[src/rtl/brf_pkg.sv]
// ----------------------------------------------------------------------------
// brf_pkg
// Shared types, codes and helpers for the circular byte FIFO with a
// decimal push operation.
// ----------------------------------------------------------------------------
package brf_pkg;

  // Default number of byte slots in the store.
  localparam int unsigned DepthDefault = 256;

  // Capacity after reset, before clamping to the store depth.
  localparam int unsigned CapReset = 256;

  // ASCII code of the digit zero.
  localparam logic [7:0] ASCII_ZERO = 8'h30;

  // Operation codes of a request.
  typedef enum logic [1:0] {
    OP_PUSH = 2'd0,
    OP_DEC  = 2'd1,
    OP_POP  = 2'd2,
    OP_LEN  = 2'd3
  } op_e;

  // Status codes of a result.
  typedef enum logic [1:0] {
    ST_OK    = 2'd0,
    ST_OVER  = 2'd1,
    ST_EMPTY = 2'd2
  } status_e;

  // Sequencer states.
  typedef enum logic [1:0] {
    S_IDLE,
    S_DEC,
    S_DONE
  } state_e;

  // Decimal digits of an 8-bit value.
  typedef struct packed {
    logic [3:0] hund;
    logic [3:0] tens;
    logic [3:0] ones;
  } digits_t;

  // Splits a byte into its decimal digits. The tens digit uses a
  // multiply by the reciprocal of ten, exact for remainders below 1029.
  function automatic digits_t dec_digits(input logic [7:0] v);
    digits_t    d;
    logic [1:0] h;
    logic [7:0] r8;
    logic [6:0] r;
    logic [14:0] prod;
    logic [3:0] t;
    logic [6:0] tx10;
    h = (v >= 8'd200) ? 2'd2 : ((v >= 8'd100) ? 2'd1 : 2'd0);
    r8 = v - (8'(h) * 8'd100);
    r = r8[6:0];
    prod = 15'(r) * 15'd205;
    t = prod[14:11];
    tx10 = 7'(t) * 7'd10;
    d.hund = 4'(h);
    d.tens = t;
    d.ones = 4'(r - tx10);
    return d;
  endfunction

endpackage

[src/rtl/byte_ring_fifo_with_decimal_push.sv]
// ----------------------------------------------------------------------------
// byte_ring_fifo_with_decimal_push
// Circular byte FIFO that overwrites its oldest byte when full, with a
// push operation that stores a byte value as ASCII decimal digits.
// ----------------------------------------------------------------------------
//   Requests enter on the input channel (in_valid_i / in_stall_o) with an
//   operation, a data byte and a burst end mark. Each yields one result on
//   the output channel (out_valid_o / out_stall_i): a status, a popped byte
//   and the fill level after the operation.
//   Push byte, pop and fill level requests go from idle to the done state,
//   which loads the result register; a new one is taken back in idle. A
//   decimal push writes one digit per cycle through the single write port
//   of the byte store, in the decimal state, before it reaches done.
//   A new request is taken while an earlier result waits in the output
//   register. A stalled receiver holds that result, and the block finishes
//   the next request and then stalls its input until the register drains.
//   Reset empties the FIFO and sets the capacity to 256 slots (or DEPTH if
//   smaller). A capacity write also empties it; zero acts as one and a value
//   above DEPTH as DEPTH. Stored bytes are read only after being written.
// ----------------------------------------------------------------------------
module byte_ring_fifo_with_decimal_push #(
  parameter int unsigned DEPTH = brf_pkg::DepthDefault
) (
  input  logic       clk_i,
  input  logic       rst_ni,
  // Configuration port
  input  logic       cfg_we_i,
  input  logic [8:0] cfg_wdata_i,
  // Request channel
  input  logic       in_valid_i,
  output logic       in_stall_o,
  input  logic [1:0] op_i,
  input  logic [7:0] data_in_i,
  input  logic       burst_end_i,
  // Result channel
  output logic       out_valid_o,
  input  logic       out_stall_i,
  output logic [1:0] status_o,
  output logic [7:0] data_out_o,
  output logic [8:0] fill_level_o
);

  localparam int unsigned AW = (DEPTH > 1) ? $clog2(DEPTH) : 1;
  localparam int unsigned PW = (AW > 9) ? AW : 9;
  localparam logic [8:0] CAP_RST =
    9'((brf_pkg::CapReset < DEPTH) ? brf_pkg::CapReset : DEPTH);

  // Pointer advance with wrap at the effective capacity.
  function automatic logic [PW-1:0] adv(input logic [PW-1:0] p, input logic [8:0] cap);
    logic [PW-1:0] n;
    n = p + PW'(1);
    return (n >= PW'(cap)) ? '0 : n;
  endfunction

  brf_pkg::state_e state_q, state_d;

  logic [8:0]    cap_q, cap_d;
  logic [PW-1:0] rptr_q, rptr_d;
  logic [PW-1:0] wptr_q, wptr_d;
  logic [8:0]    count_q, count_d;
  logic          burst_q, burst_d;

  logic [1:0]    res_status_q, res_status_d;
  logic          res_pop_q, res_pop_d;

  logic [3:0]    dig_q [3];
  logic [1:0]    dig_idx_q;
  logic          dig_over_q, dig_over_d;

  logic          out_valid_q, out_valid_d;
  logic [1:0]    status_q;
  logic [7:0]    data_q;
  logic [8:0]    fill_q;

  logic [7:0]    mem_q [DEPTH];
  logic [7:0]    rd_q;
  logic          put_en, rd_en;
  logic [7:0]    put_data;

  logic          in_acc, out_free, out_load, put_full;
  brf_pkg::op_e  op;
  brf_pkg::digits_t dig_in;

  assign in_acc   = in_valid_i & ~in_stall_o;
  assign op       = brf_pkg::op_e'(op_i);
  assign out_free = ~out_valid_q | ~out_stall_i;
  assign out_load = (state_q == brf_pkg::S_DONE) && out_free;
  assign put_full = count_q >= cap_q;
  assign dig_in   = brf_pkg::dec_digits(data_in_i);

  // Next state of the sequencer.
  always_comb begin
    state_d = state_q;
    case (state_q)
      brf_pkg::S_IDLE: begin
        if (in_acc) begin
          state_d = (op == brf_pkg::OP_DEC) ? brf_pkg::S_DEC : brf_pkg::S_DONE;
        end
      end
      brf_pkg::S_DEC: begin
        if (dig_idx_q == 2'd2) begin
          state_d = brf_pkg::S_DONE;
        end
      end
      brf_pkg::S_DONE: begin
        if (out_free) begin
          state_d = brf_pkg::S_IDLE;
        end
      end
      default: state_d = brf_pkg::S_IDLE;
    endcase
  end

  // Store accesses, pointer updates and result status per state.
  always_comb begin
    put_en       = 1'b0;
    put_data     = data_in_i;
    rd_en        = 1'b0;
    rptr_d       = rptr_q;
    wptr_d       = wptr_q;
    count_d      = count_q;
    burst_d      = burst_q;
    cap_d        = cap_q;
    res_status_d = res_status_q;
    res_pop_d    = res_pop_q;
    dig_over_d   = dig_over_q;

    case (state_q)
      brf_pkg::S_IDLE: begin
        if (in_acc) begin
          res_status_d = brf_pkg::ST_OK;
          res_pop_d    = 1'b0;
          case (op)
            brf_pkg::OP_PUSH: begin
              put_en = 1'b1;
              if (put_full || (burst_end_i && burst_q)) begin
                res_status_d = brf_pkg::ST_OVER;
              end
              burst_d = ~burst_end_i & (burst_q | put_full);
            end
            brf_pkg::OP_DEC: begin
              dig_over_d = 1'b0;
            end
            brf_pkg::OP_POP: begin
              if (count_q == 9'd0) begin
                res_status_d = brf_pkg::ST_EMPTY;
              end else begin
                rd_en     = 1'b1;
                res_pop_d = 1'b1;
                rptr_d    = adv(rptr_q, cap_q);
                count_d   = count_q - 9'd1;
              end
            end
            default: ;
          endcase
        end
      end
      brf_pkg::S_DEC: begin
        put_en     = 1'b1;
        put_data   = brf_pkg::ASCII_ZERO + 8'(dig_q[dig_idx_q]);
        dig_over_d = dig_over_q | put_full;
        if (dig_idx_q == 2'd2) begin
          res_status_d = (dig_over_q | put_full) ? brf_pkg::ST_OVER : brf_pkg::ST_OK;
        end
      end
      default: ;
    endcase

    // A write advances the write pointer and drops the oldest byte if full.
    if (put_en) begin
      wptr_d = adv(wptr_q, cap_q);
      if (put_full) begin
        rptr_d = adv(rptr_q, cap_q);
      end else begin
        count_d = count_q + 9'd1;
      end
    end

    // A capacity write clamps the value and empties the FIFO.
    if (cfg_we_i) begin
      if (cfg_wdata_i == 9'd0) begin
        cap_d = 9'd1;
      end else if (32'(cfg_wdata_i) > DEPTH) begin
        cap_d = 9'(DEPTH);
      end else begin
        cap_d = cfg_wdata_i;
      end
      rptr_d  = '0;
      wptr_d  = '0;
      count_d = '0;
      burst_d = 1'b0;
    end
  end

  // Output register handshake.
  always_comb begin
    out_valid_d = out_valid_q;
    if (out_load) begin
      out_valid_d = 1'b1;
    end else if (out_valid_q && !out_stall_i) begin
      out_valid_d = 1'b0;
    end
  end

  // Control state.
  always_ff @(posedge clk_i or negedge rst_ni) begin
    if (!rst_ni) begin
      state_q     <= brf_pkg::S_IDLE;
      cap_q       <= CAP_RST;
      rptr_q      <= '0;
      wptr_q      <= '0;
      count_q     <= '0;
      burst_q     <= 1'b0;
      out_valid_q <= 1'b0;
    end else begin
      state_q     <= state_d;
      cap_q       <= cap_d;
      rptr_q      <= rptr_d;
      wptr_q      <= wptr_d;
      count_q     <= count_d;
      burst_q     <= burst_d;
      out_valid_q <= out_valid_d;
    end
  end

  // Result and digit registers.
  always_ff @(posedge clk_i) begin
    res_status_q <= res_status_d;
    res_pop_q    <= res_pop_d;
    dig_over_q   <= dig_over_d;
    if (in_acc && (op == brf_pkg::OP_DEC)) begin
      dig_q[0] <= dig_in.hund;
      dig_q[1] <= dig_in.tens;
      dig_q[2] <= dig_in.ones;
      if (data_in_i > 8'd99) begin
        dig_idx_q <= 2'd0;
      end else if (data_in_i > 8'd9) begin
        dig_idx_q <= 2'd1;
      end else begin
        dig_idx_q <= 2'd2;
      end
    end else if (state_q == brf_pkg::S_DEC) begin
      dig_idx_q <= dig_idx_q + 2'd1;
    end
    if (out_load) begin
      status_q <= res_status_q;
      data_q   <= res_pop_q ? rd_q : 8'd0;
      fill_q   <= count_q;
    end
  end

  // Byte store with one write port and a registered read port.
  always_ff @(posedge clk_i) begin
    if (put_en) begin
      mem_q[wptr_q[AW-1:0]] <= put_data;
    end
    if (rd_en) begin
      rd_q <= mem_q[rptr_q[AW-1:0]];
    end
  end

  assign in_stall_o   = (state_q != brf_pkg::S_IDLE);
  assign out_valid_o  = out_valid_q;
  assign status_o     = status_q;
  assign data_out_o   = data_q;
  assign fill_level_o = fill_q;

  // The fill level never exceeds the capacity in use.
  assert property (@(posedge clk_i) disable iff (!rst_ni) count_q <= cap_q)
    else $error("fill level above capacity");

  // Both pointers stay inside the slots in use.
  assert property (@(posedge clk_i) disable iff (!rst_ni)
    (rptr_q < PW'(cap_q)) && (wptr_q < PW'(cap_q)))
    else $error("pointer outside capacity");

  // A byte push into a FIFO that is not full grows the fill level by one.
  assert property (@(posedge clk_i) disable iff (!rst_ni)
    (in_acc && (op == brf_pkg::OP_PUSH) && !put_full && !cfg_we_i)
    |=> (count_q == $past(count_q) + 9'd1))
    else $error("push did not grow fill level");

endmodule

[config.mk]
export PLATFORM = sky130hd
export DESIGN_NAME = byte_ring_fifo_with_decimal_push
export DESIGN_NICKNAME = d
export VERILOG_FILES = /design/src/rtl/brf_pkg.sv /design/src/rtl/byte_ring_fifo_with_decimal_push.sv
export SDC_FILE = /design/constraint.sdc
export NUM_CORES = 2
export LEC_CHECK = 0
export ABC_AREA = 1
export BUFFER_PORTS_ARGS = -buffer_cell sky130_fd_sc_hd__buf_4
export CORE_UTILIZATION = 43
export DETAILED_ROUTE_END_ITERATION = 8
export PLACE_DENSITY = 0.7
export SKIP_CTS_REPAIR_TIMING = 1
export SLEW_MARGIN = 20
export SYNTH_ARGS = -nofsm -noshare
export SYNTH_HDL_FRONTEND = slang
export SYNTH_SLANG_ARGS = --single-unit
[constraint.sdc]
create_clock -name clk_i -period 13.9 [get_ports clk_i]
set_clock_uncertainty 0.1 [all_clocks]
set_input_delay 1.39 -clock clk_i [delete_from_list [all_inputs] [get_ports clk_i]]
set_output_delay 1.39 -clock clk_i [all_outputs]
set_load 0.05 [all_outputs]
Word level (Yosys, flattened, before mapping)
Memories as Yosys holds them, arrays and structs flattened. A register that Yosys moved wholly into a read port is not among the register bits. Cells that the tools add are included.

Bits in registers: 65. Latch bits: 0. Bits in writable memories: 2060. ROM bits: 0. Memories kept: 2.

Memory list: mem_q (depth 256, bits a word 8, rd ports 1, clocked after Yosys merged registers in 1, write ports 1, RTL line byte_ring_fifo_with_decimal_push.sv:75) `logic [7:0] mem_q [DEPTH];`; dig_q (depth 3, bits a word 4, rd ports 1, clocked after Yosys merged registers in 1, write ports 3, RTL line byte_ring_fifo_with_decimal_push.sv:66) `logic [3:0] dig_q [3];`.

Add/sub/neg operators: 8. $mul: 3. Div/mod/pow operators: 0. Order comparisons: 8. Equal/unequal tests: 9. Shifts and indexed selects: 0. Multiplexer cells: 60. Bitwise logic cells: 9. Reduce and logical (&&, ||, !) cells: 23.

Operators by type and width (count): $mux 9 (20); $add 9x1->9 const B (3); $ge 9x9->1 (3); $mux 2 (13); $mux 1 (21); $logic_not 9->1 (2); $reduce_bool 2->1 (8); $mul 7x8->15 const B (1); $reduce_and 3->1 (4); $gt 9x9->1 const B (1); $sub 9x1->9 const B (1); $ge 8x7->1 const B (1); $ge 8x8->1 const B (1); $gt 8x4->1 const B (1); $gt 8x7->1 const B (1); $mux 8 (1); $ne 2x2->1 const B (4); $pmux 2 s2 (2); $add 6x4->7 const A (1); $sub 7x7->7 (1); $eq 2x2->1 const B (3); $pmux 2 s3 (1); $mul 2x5->5 const B (1); $eq 2x1->1 const B (2); other kinds (12) (23).

Depth between registers and ports, before layout
Depth after elaboration: 10. Depth in mapped cells: 37.

Least setup slack after synthesis
OpenSTA, ideal clock, no wires.

Path kind: in2reg. Start: input port data_in_i[2]. End: memory mem_q[0][2] (data pin). Library setup time: 2.188 ns. Arrival time: 11.369 ns. Setup slack: 0.243 ns. Cell stages on the path: 2. Path buffers: 0. Path through: inv_1 o21ai_0.

Word-level cells in the longest chain between the ends: 1.

RTL lines: start, declared (RTL line byte_ring_fifo_with_decimal_push.sv:33) `input logic [7:0] data_in_i,`; $mux 8 (RTL line byte_ring_fifo_with_decimal_push.sv:128) `case (state_q)`; via put_data[2] (RTL line byte_ring_fifo_with_decimal_push.sv:78) `logic [7:0] put_data;`; end, declared (RTL line byte_ring_fifo_with_decimal_push.sv:75).

The timed path passes the listed nets, and every way through them passes these cells.

==> Implementation_results.wiki <==
{| class="wikitable"
! Metric !! Value
|-
| Post-route clock period utilization || 0.474
|-
| Wire length of the first global-routing pass || 349 mm
|-
| Kind of critical path || input port to flip-flop
|-
| Worst reg2reg setup slack || 8120 ps
|-
| Count of buffers from port buffering || 45
|-
| Sum of overflow across all layers after global routing || 0
|-
| Pwr Density || 158 nW/um^2
|-
| CP Buf/Inv Count || 9
|-
| Run status || finished clean
|-
| Number of antenna violations at the first check in global routing || 13
|-
| Number of cells produced by synthesis || 7,848
|-
| Summed instance area of the synthesized netlist || 89,200 sq um
|-
| Highest clock frequency the design can meet || 152 MHz
|-
| Endpoint kind of the worst setup timing path || flip-flop
|-
| Post-synth top cells || sky130_fd_sc_hd__nand2_1, sky130_fd_sc_hd__edfxtp_1, sky130_fd_sc_hd__nand3_1, sky130_fd_sc_hd__buf_2, sky130_fd_sc_hd__nor2_1
|-
| Number of enable-type register cells in the synthesized netlist || 2,091
|-
| Drc violations || 0
|-
| Detailed placement HPWL || 130 mm
|-
| Average instance area after synthesis || 11.4 sq um
|-
| Count of endpoints failing setup in the final report || 0
|-
| Layout cell share with drive strength beyond 1 || 0.0555
|-
| Post-route minimum period || 6590 ps
|-
| Top_reg_cell synth || sky130_fd_sc_hd__edfxtp_1
|-
| Net Count, Synth || 7,956
|-
| Fin. Hold Viols || 0
|-
| Number of max-slew violations in the final report || 0
|-
| Share of synthesized registers carrying an async set or reset || 0.0188
|-
| Die outline area || 209,000 sq um
|-
| Number of violations of the max-capacitance limit || 0
|-
| Average vias per placed instance || 5.60
|-
| Violation count after the first detailed-route iteration || 7,421
|-
| Area delta synth->final || 9.26%
|-
| P_leak || 35.1 nW
|-
| Tightest hold margin || 336 ps
|-
| Worst slew margin || 0.259
|-
| Post-synth top area cell || sky130_fd_sc_hd__edfxtp_1
|-
| Clock Tree Root || sky130_fd_sc_hd__clkbuf_16
|-
| Pin count of the biggest net entering global routing || 213
|-
| All-Layer GR Usage || 0.220
|-
| Buffer depth of the longest clock path || 3
|-
| Y dimension of the die || 457 um
|-
| Hold/Removal Path Class || flip-flop to flip-flop
|-
| Main area contributors after synthesis || sky130_fd_sc_hd__edfxtp_1, sky130_fd_sc_hd__nand2_1, sky130_fd_sc_hd__nand3_1
|-
| Number of warnings printed during yosys synthesis || 0
|-
| Width of the die || 457 um
|-
| Vias || 59,046
|-
| Overall power of the completed layout || 0.0154 W
|-
| Worst EP required || 14,410 ps
|-
| Number of H-tree branching levels || 4
|-
| Worst voltage drop across the vdd grid || 144 uV
|-
| Nets@finish || 7,812
|-
| Yosys reg bits || 2,133
|-
| Critical-path top delay cell || sky130_fd_sc_hd__fa_1
|-
| Worst stage delay on the critical path || 510 ps
|-
| Critical Path Start Type || input port
|-
| Starting utilization of the core area || 0.434
|-
| Routability congestion estimate || 0.853
|-
| CTS tree || yes
|-
| Category of cells accounting for the largest share of critical-path delay || adder cells
|-
| Sum of negative setup slack || 0 ps
|-
| Post-DR wirelength/cell || 22.1 um
|-
| Distinct cells, synth || 50
|-
| Area fraction of the dominant cell type after synthesis || 0.704
|-
| Vias in the first global route || 56,587
|-
| Number of standard-cell rows in the floorplan || 166
|-
| Final routed wirelength across all metal layers || 234 mm
|-
| Core area || 205,000 sq um
|-
| CP Max Fanout || 4
|-
| Most repeated cell in the gate-level netlist after synthesis || sky130_fd_sc_hd__nand2_1
|-
| Most common cell on crit path || sky130_fd_sc_hd__nand2_1
|-
| Worst endpoint data arrival time || 7090 ps
|-
| CTS buffer count || 197
|-
| Clk sink count || 2,133
|-
| Unrepaired setup endpoints after global routing || false
|-
| Worst-Margin Slew || 1110 ps
|-
| Boundary Pins || 46
|-
| Antenna-violating nets left || 0
|-
| Iteration count of the initial detailed-routing pass || 6
|-
| Sequential share of the synthesized area || 0.716
|-
| Clock slew seen by the registers of the worst setup and hold paths || 60 ps
|-
| Later-pin clock latency in the skew report || 840 ps
|}
[per-stage QoR]
stage | util | setup slack [ps] | instance area [sq um] | std cells
after floorplan | - | 243 | 89200 | 7848
after global placement | 0.445 | 6330 | 91400 | 10193
after detailed placement | 0.445 | 6470 | 91400 | 10193
after CTS | 0.474 | 7360 | 97400 | 10545
after global routing | 0.474 | 7030 | 97400 | 10546
final | 0.474 | 7310 | 97400 | 10548
[cell type report]
| class | count | area [sq um] |
|---|---|---|
| clock buffers | 244 | 5150 |
| multi-input cells | 5111 | 22600 |
| well taps | 2688 | 3360 |
| flip-flops and latches | 2133 | 63800 |
| repair buffers | 119 | 1010 |
| inverters | 142 | 577 |
| diodes | 3 | 7.51 |
| fillers | 17693 | 108000 |
| clock inverters | 108 | 917 |
[sequential cells by signal, indices dropped and copies added (netlist names), named ones only]
register and count:
mem_q 2048, dig_q 10, cap_q 9, count_q 9
fill_level_o 9, rptr_q 9, wptr_q 9, data_out_o 8
rd_q 8, dig_idx_q 2, res_status_q 2, state_q 2
status_o 2, burst_q 1, dig_over_q 1, out_valid_o 1
res_pop_q 1
[routing by layer]
metal / share of wire / global-route usage / wire, um / vias up
li1: - / - / - / 26865
met4: 0.043 / 0.0985 / 9980 / 12
met3: 0.11 / 0.0448 / 24700 / 541
met5: 0.00031 / 0 / 73 / -
met2: 0.46 / 0.345 / 108000 / 3109
met1: 0.39 / 0.296 / 90700 / 28519
[cell usage in the layout (no fill, tap or decap), types with 33 or more instances in the layout]
cell                        synthesis  routed
sky130_fd_sc_hd__clkinv_1           2      45
sky130_fd_sc_hd__dfrtp_1           39      34
sky130_fd_sc_hd__nand3_1         1301    1301
sky130_fd_sc_hd__edfxtp_1        2091    2091
sky130_fd_sc_hd__nand2_1         2989    2987
sky130_fd_sc_hd__nor2_1           316     314
sky130_fd_sc_hd__ha_1              73      73
sky130_fd_sc_hd__buf_4             36     110
sky130_fd_sc_hd__inv_1            133     131
sky130_fd_sc_hd__clkbuf_1          77      44
sky130_fd_sc_hd__clkbuf_16          0     198
sky130_fd_sc_hd__a21oi_1          282     282
sky130_fd_sc_hd__clkinv_2           0      33
sky130_fd_sc_hd__o21ai_0           36      34
[report_power, final]
part           switching [W]  internal (W)  total [W]
sequential         0.0000731       0.00749    0.00757
clock                0.00234       0.00282    0.00516
combinational        0.00201      0.000638    0.00264
[path summary, 6_finish.rpt]
check / start / endpoint / cells after the start
min: res_status_q[1] / status_o[1] / 0
max reg2reg: rptr_q[0] / rd_q[0] / 14
min reg2reg: res_status_q[1] / status_o[1] / 0
max in group asynchronous: rst_ni / rptr_q[0] / 1
max: data_in_i[3] / dig_q[2][3] / 37
min in group asynchronous: rst_ni / out_valid_o / 1
[logic make-up (layout without fill, tap and decap cells)]
logic type               count (synthesis)  count (layout)  synth area share
buffers and inverters                  604             613            0.0321
other                                    0               3                 0
AND/OR/NAND/NOR                       4658            4658             0.217
flip-flops                            2133            2133             0.716
adder cells (fa/ha/maj)                 83              83            0.0125
multiplexers                             1               1          0.000126
AO/OA/AOI/OAI                          346             346            0.0203
XOR/XNOR                                23              23           0.00226
No activity file was read; power rests on OpenSTA's default activity.
